==> src/rtl/core/gsa_pkg.sv <==
// ----------------------------------------------------------------------------
// gsa_pkg: shared types and helpers of the global sequence aligner
// Score type, saturation, direction codes, register indexes and the cell link.
// ----------------------------------------------------------------------------
package gsa_pkg;

    localparam int MAX_LEN = 32;
    localparam int IDX_W   = $clog2(MAX_LEN);
    localparam int LEN_W   = $clog2(MAX_LEN + 1);
    localparam int SCORE_W = 14;
    localparam int EXT_W   = SCORE_W + 16;

    typedef logic signed [SCORE_W-1:0] score_t;
    typedef logic signed [EXT_W-1:0]   ext_t;
    typedef logic signed [7:0]         weight_t;

    typedef enum logic [1:0] {
        DIR_DIAG = 2'd1,
        DIR_LEFT = 2'd2,
        DIR_UP   = 2'd3
    } dir_t;

    typedef enum logic [1:0] {
        REG_GAP      = 2'd0,
        REG_MATCH    = 2'd1,
        REG_MISMATCH = 2'd2
    } reg_idx_t;

    // Data handed from one cell to the next
    typedef struct packed {
        logic             valid;
        logic [7:0]       sym;
        logic [IDX_W-1:0] row;
        score_t           left;
        score_t           diag;
    } link_t;

    localparam ext_t SCORE_HI = ext_t'((64'sd1 <<< (SCORE_W - 1)) - 64'sd1);
    localparam ext_t SCORE_LO = ext_t'(-(64'sd1 <<< (SCORE_W - 1)));

    // Clamp a wide value to the score range
    function automatic score_t sat_ext(input ext_t v);
        score_t r;
        if (v > SCORE_HI) begin
            r = SCORE_HI[SCORE_W-1:0];
        end else if (v < SCORE_LO) begin
            r = SCORE_LO[SCORE_W-1:0];
        end else begin
            r = v[SCORE_W-1:0];
        end
        return r;
    endfunction

    // Saturating add of a score and a weight
    function automatic score_t sat_add(input score_t a, input weight_t b);
        ext_t s;
        s = ext_t'(a) + ext_t'(b);
        return sat_ext(s);
    endfunction

endpackage

==> src/rtl/core/gsa_cell.sv <==
// ----------------------------------------------------------------------------
// gsa_cell: one column cell of the systolic score grid
// Holds one column symbol and its running score, stores its directions.
// ----------------------------------------------------------------------------
module gsa_cell (
    input  logic                      aclk,
    input  logic                      aresetn,
    input  logic                      init,
    input  logic [gsa_pkg::LEN_W-1:0] cell_pos,
    input  gsa_pkg::weight_t          gap_w,
    input  gsa_pkg::weight_t          match_w,
    input  gsa_pkg::weight_t          mismatch_w,
    input  logic                      col_we,
    input  logic [7:0]                col_sym_in,
    input  gsa_pkg::link_t            link_in,
    output gsa_pkg::link_t            link_out,
    input  logic [gsa_pkg::IDX_W-1:0] rd_addr,
    output logic [1:0]                dir_q,
    output logic [7:0]                col_sym,
    output gsa_pkg::score_t           score
);

    logic [7:0]      col_sym_reg;
    gsa_pkg::score_t up_reg;
    gsa_pkg::link_t  link_reg;
    logic [1:0]      dir_q_reg;
    logic [1:0]      dir_mem [gsa_pkg::MAX_LEN];

    gsa_pkg::score_t diag_s, left_s, up_s, best;
    gsa_pkg::dir_t   dir_sel;
    gsa_pkg::ext_t   init_prod;

    // Pick the best of the three candidates, diagonal first
    always_comb begin
        diag_s = gsa_pkg::sat_add(link_in.diag,
                     (link_in.sym == col_sym_reg) ? match_w : mismatch_w);
        left_s = gsa_pkg::sat_add(link_in.left, gap_w);
        up_s   = gsa_pkg::sat_add(up_reg, gap_w);
        if (diag_s >= left_s && diag_s >= up_s) begin
            best    = diag_s;
            dir_sel = gsa_pkg::DIR_DIAG;
        end else if (left_s >= up_s) begin
            best    = left_s;
            dir_sel = gsa_pkg::DIR_LEFT;
        end else begin
            best    = up_s;
            dir_sel = gsa_pkg::DIR_UP;
        end
        init_prod = gsa_pkg::ext_t'($signed({1'b0, cell_pos})) * gsa_pkg::ext_t'(gap_w);
    end

    // Score, symbol and link payload; request valid along the chain
    always_ff @(posedge aclk) begin
        if (col_we) begin
            col_sym_reg <= col_sym_in;
        end
        if (init) begin
            up_reg <= gsa_pkg::sat_ext(init_prod);
        end else if (link_in.valid) begin
            up_reg <= best;
        end
        if (!aresetn || init) begin
            link_reg.valid <= 1'b0;
        end else begin
            link_reg.valid <= link_in.valid;
        end
        link_reg.sym  <= link_in.sym;
        link_reg.row  <= link_in.row;
        link_reg.left <= best;
        link_reg.diag <= up_reg;
    end

    // Direction memory, one entry per row
    always_ff @(posedge aclk) begin
        if (link_in.valid) begin
            dir_mem[link_in.row] <= dir_sel;
        end
        dir_q_reg <= dir_mem[rd_addr];
    end

    assign link_out = link_reg;
    assign dir_q    = dir_q_reg;
    assign col_sym  = col_sym_reg;
    assign score    = up_reg;

endmodule

==> config.mk <==
export PLATFORM = sky130hd
export DESIGN_NAME = gsa_cell
export DESIGN_NICKNAME = d
export VERILOG_FILES = /design/src/rtl/core/gsa_pkg.sv /design/src/rtl/core/gsa_cell.sv
export SDC_FILE = /design/constraint.sdc
export NUM_CORES = 1
export LEC_CHECK = 0
export ABC_AREA = 1
export BUFFER_PORTS_ARGS = -buffer_cell sky130_fd_sc_hd__buf_2
export CAP_MARGIN = 15
export CORE_UTILIZATION = 42
export CTS_BUF_LIST = sky130_fd_sc_hd__clkbuf_2 sky130_fd_sc_hd__clkbuf_4 sky130_fd_sc_hd__clkbuf_8
export DETAILED_ROUTE_END_ITERATION = 16
export PLACE_DENSITY = 0.74
export SETUP_SLACK_MARGIN = 0.5
export SLEW_MARGIN = 20
export SYNTH_ARGS = -nofsm -noshare
export SYNTH_HDL_FRONTEND = slang
export SYNTH_SLANG_ARGS = --single-unit
==> constraint.sdc <==
create_clock -name aclk -period 7.5 [get_ports aclk]
set_clock_uncertainty 0.1 [all_clocks]
set_input_delay 1.5 -clock aclk [delete_from_list [all_inputs] [get_ports aclk]]
set_output_delay 1.5 -clock aclk [all_outputs]
set_load 0.02 [all_outputs]
==> results.py <==
metrics = {
    "timing": {
        "period_minus_slack_ns": 6.45,
        "hold_viol_final": 0,
        "fmax_ghz": 0.155,
        "period_share_pct": 86.0,
        "worst_slew_pin_slew_ns": 0.939,
        "setup_tns_ns": 0,
        "worst_slack_ns": 1.05,
        "finalSetupViolations": 0,
        "relSlewSlack_pct": 37.3,
        "rsz0062_at_grt": "no",
        "slew_violations": 0,
        "fin_hold_ws_ns": 0.317,
    },
    "clocking": {
        "path_clk_slew_ns": 0.09,
        "cts_sinks": 130,
        "clockRootBuffer": "clkbuf_8",
        "ctsHoldBuffers": 0,
        "cts_setup_buffers": 0,
        "cts_tree": "built",
        "clock_latency_ns": 0.44,
        "clock_path_buffers": 2,
        "cts_made_buffers": 17,
        "h-tree-depth": 4,
        "cts-resized-gates": 0,
    },
    "outcome": {
        "outcome": "complete, no violations",
    },
    "detailed_routing": {
        "drt_iter0_markers": 705,
        "drt_pass1_iterations": 5,
        "drt.antenna.violating_nets": 0,
        "post_drt_wl_per_cell_um": 14.3,
        "viasPerCell": 5.04,
        "wl_met3_um": 1180,
        "routed-wl-met2_um": 13200,
        "top_layer_used": "met4",
        "vias": 9532,
        "met1_length_um": 12100,
        "finalWirelength_um": 27000,
        "drc_errors": 0,
    },
    "power": {
        "p_per_area_nw_per_um2": 440,
        "internal_power_mw": 2.68,
        "ir_drop_v": 0.000390,
        "p_leak_nw": 6.59,
        "combPwrFrac_pct": 65.5,
        "seqPwrFrac_pct": 22.9,
        "p_sw_mw": 2.79,
        "clkPwrFrac_pct": 11.6,
        "switching_share_pct": 51.0,
    },
    "worst_setup_path": {
        "endpoint_kind": "register",
        "crit_buf_inv": 3,
        "crit_top_cell": "nand2_1",
        "cpMaxStageDelayCell": "inv_1",
        "path_max_fanout": 32,
        "required_ns": 7.50,
        "path_delay_family": "simple AND/OR/NAND/NOR gates",
        "path_class": "in2reg",
        "slowest_delay_ns": 0.69,
        "arrival_ns": 6.45,
        "start_kind": "input port",
    },
    "yosys": {
        "synthesis.nets": 1646,
        "yosys_warnings": 0,
        "postSynthCellCount": 1402,
        "synth_cell_type_count": 43,
        "synth-edff-count": 86,
        "syn_area_um2": 11000,
        "synth_top_area_share_pct": 23.5,
        "yosys-top-cells-area": "edfxtp_1 23%, nand2_1 14%, ha_1 13%",
        "ys_seq_area_share_pct": 31.5,
        "async_reset_ff_share_pct": 0,
        "synth-seq-cells": 130,
        "avgSynthCellArea_um2": 7.84,
        "yosysMostFrequentCell": "nand2_1",
        "synth_common_cells": "424 x nand2_1, 199 x inv_1, 117 x ha_1",
        "ys.flop_type": "edfxtp_1",
        "synth_area_leader_cell": "edfxtp_1",
    },
    "finish": {
        "fin_util_pct": 49.0,
        "drive_above_1_share_pct": 17.1,
        "fin_cells": 1893,
        "top_register": "dir_mem",
        "n_antenna_cell": 0,
        "syn_to_final_growth_pct": 13.2,
        "largest_register_ffs": 64,
        "nets": 1794,
    },
    "place": {
        "globalplace.congestion": 0.928,
        "post-dp-hpwl_um": 22000,
        "dp_slack_ns": 0.661,
        "place_inst": 1861,
        "port-buffer-count": 154,
    },
    "floorplan": {
        "die_h_um": 164,
        "die_w_um": 164,
        "io_pins": 155,
        "core_um2": 25400,
        "dieArea_um2": 26800,
        "fp-row-count": 58,
        "start_util_pct": 43.3,
    },
    "grt": {
        "grt-ovfl-total": 0,
        "grt_max_degree": 34,
        "antenna_found_initial": 0,
        "grt_pass1_wl_um": 43700,
        "grt_pass1_vias": 9074,
        "grt_usage_pct": 20.6,
    },
    "run": {
        "cap_viol_max_count": 0,
    },
    "min_path": {
        "min_path_type": "reg2reg",
    },
}
[power by group through the flow]
stage               clock network (mW)  logic (mW)  registers, mW
floorplan                            0        2.51           1.41
global placement                     0        3.51           1.27
detailed placement                   0        3.55           1.27
CTS                              0.645        3.57           1.26
global route                     0.670        4.05           1.27
finish                           0.635        3.59           1.25
[per-stage QoR]
stage / total power [mW] / cell area (µm²)
after floorplan: 3.92 / 11000
after global placement: 4.78 / 12000
after detailed placement: 4.82 / 12000
after CTS: 5.47 / 12400
after global routing: 5.99 / 12400
final: 5.48 / 12400
[path summary, 6_finish.rpt]
kind | startpoint | to | slack (ns) | cells after the start
max | link_in[38] | dir_mem[15][0] | 1.05 | 25
min | score[4] | link_out[4] | 0.32 | 0
max reg2reg | col_sym[5] | dir_mem[15][0] | 1.76 | 24
min reg2reg | score[4] | link_out[4] | 0.32 | 0
[area by class of cell]
cell class / count / area, µm²
Multi-Input combinational cell: 1039 / 6590
Timing Repair Buffer: 156 / 786
Sequential cell: 130 / 3460
Inverter: 206 / 776
Tap cell: 330 / 413
Clock buffer: 18 / 241
Clock inverter: 14 / 176
Fill cell: 2480 / 13000
[layout by cell type (no fill, tap or decap), drive strengths merged, types with 12 or more instances in the layout]
cell type	n
nor2	120
inv	212
edfxtp	86
xnor2	16
nand4	13
clkbuf	18
fa	38
dfxtp	44
o21ai	46
nand2	457
xor2	36
nand3	84
o221ai	12
ha	117
a21oi	58
buf	156
[layer usage]
| layer | track usage [%] | up-vias |
|---|---|---|
| li1 | - | 4809 |
| met3 | 2.40 | 37 |
| met4 | 5.93 | 0 |
| met2 | 35.8 | 246 |
| met1 | 26.7 | 4440 |
| met5 | 0 | - |
[kinds of logic after synthesis]
family	after synthesis	share of synthesized area (%)
and+or+nand+nor	692	27.7
buffers and inverters	233	8.54
adders and majority gates	155	20.2
AOI/OAI and AO/OA	132	7.02
DFF	130	31.5
xor gates and xnor gates	52	4.14
muxes	8	0.820
[worst register-to-register path: cells and delay by family, from the launching register on]
kind / cells / cell delay [ns]
compound gates: 2 / 0.30
xor+xnor: 1 / 0.18
fa+ha+maj: 3 / 0.98
buf+inv: 2 / 0.76
flops: 1 / 0.42
mux: 1 / 0.34
simple gates: 15 / 2.33
(Power assumes the default switching activity.)
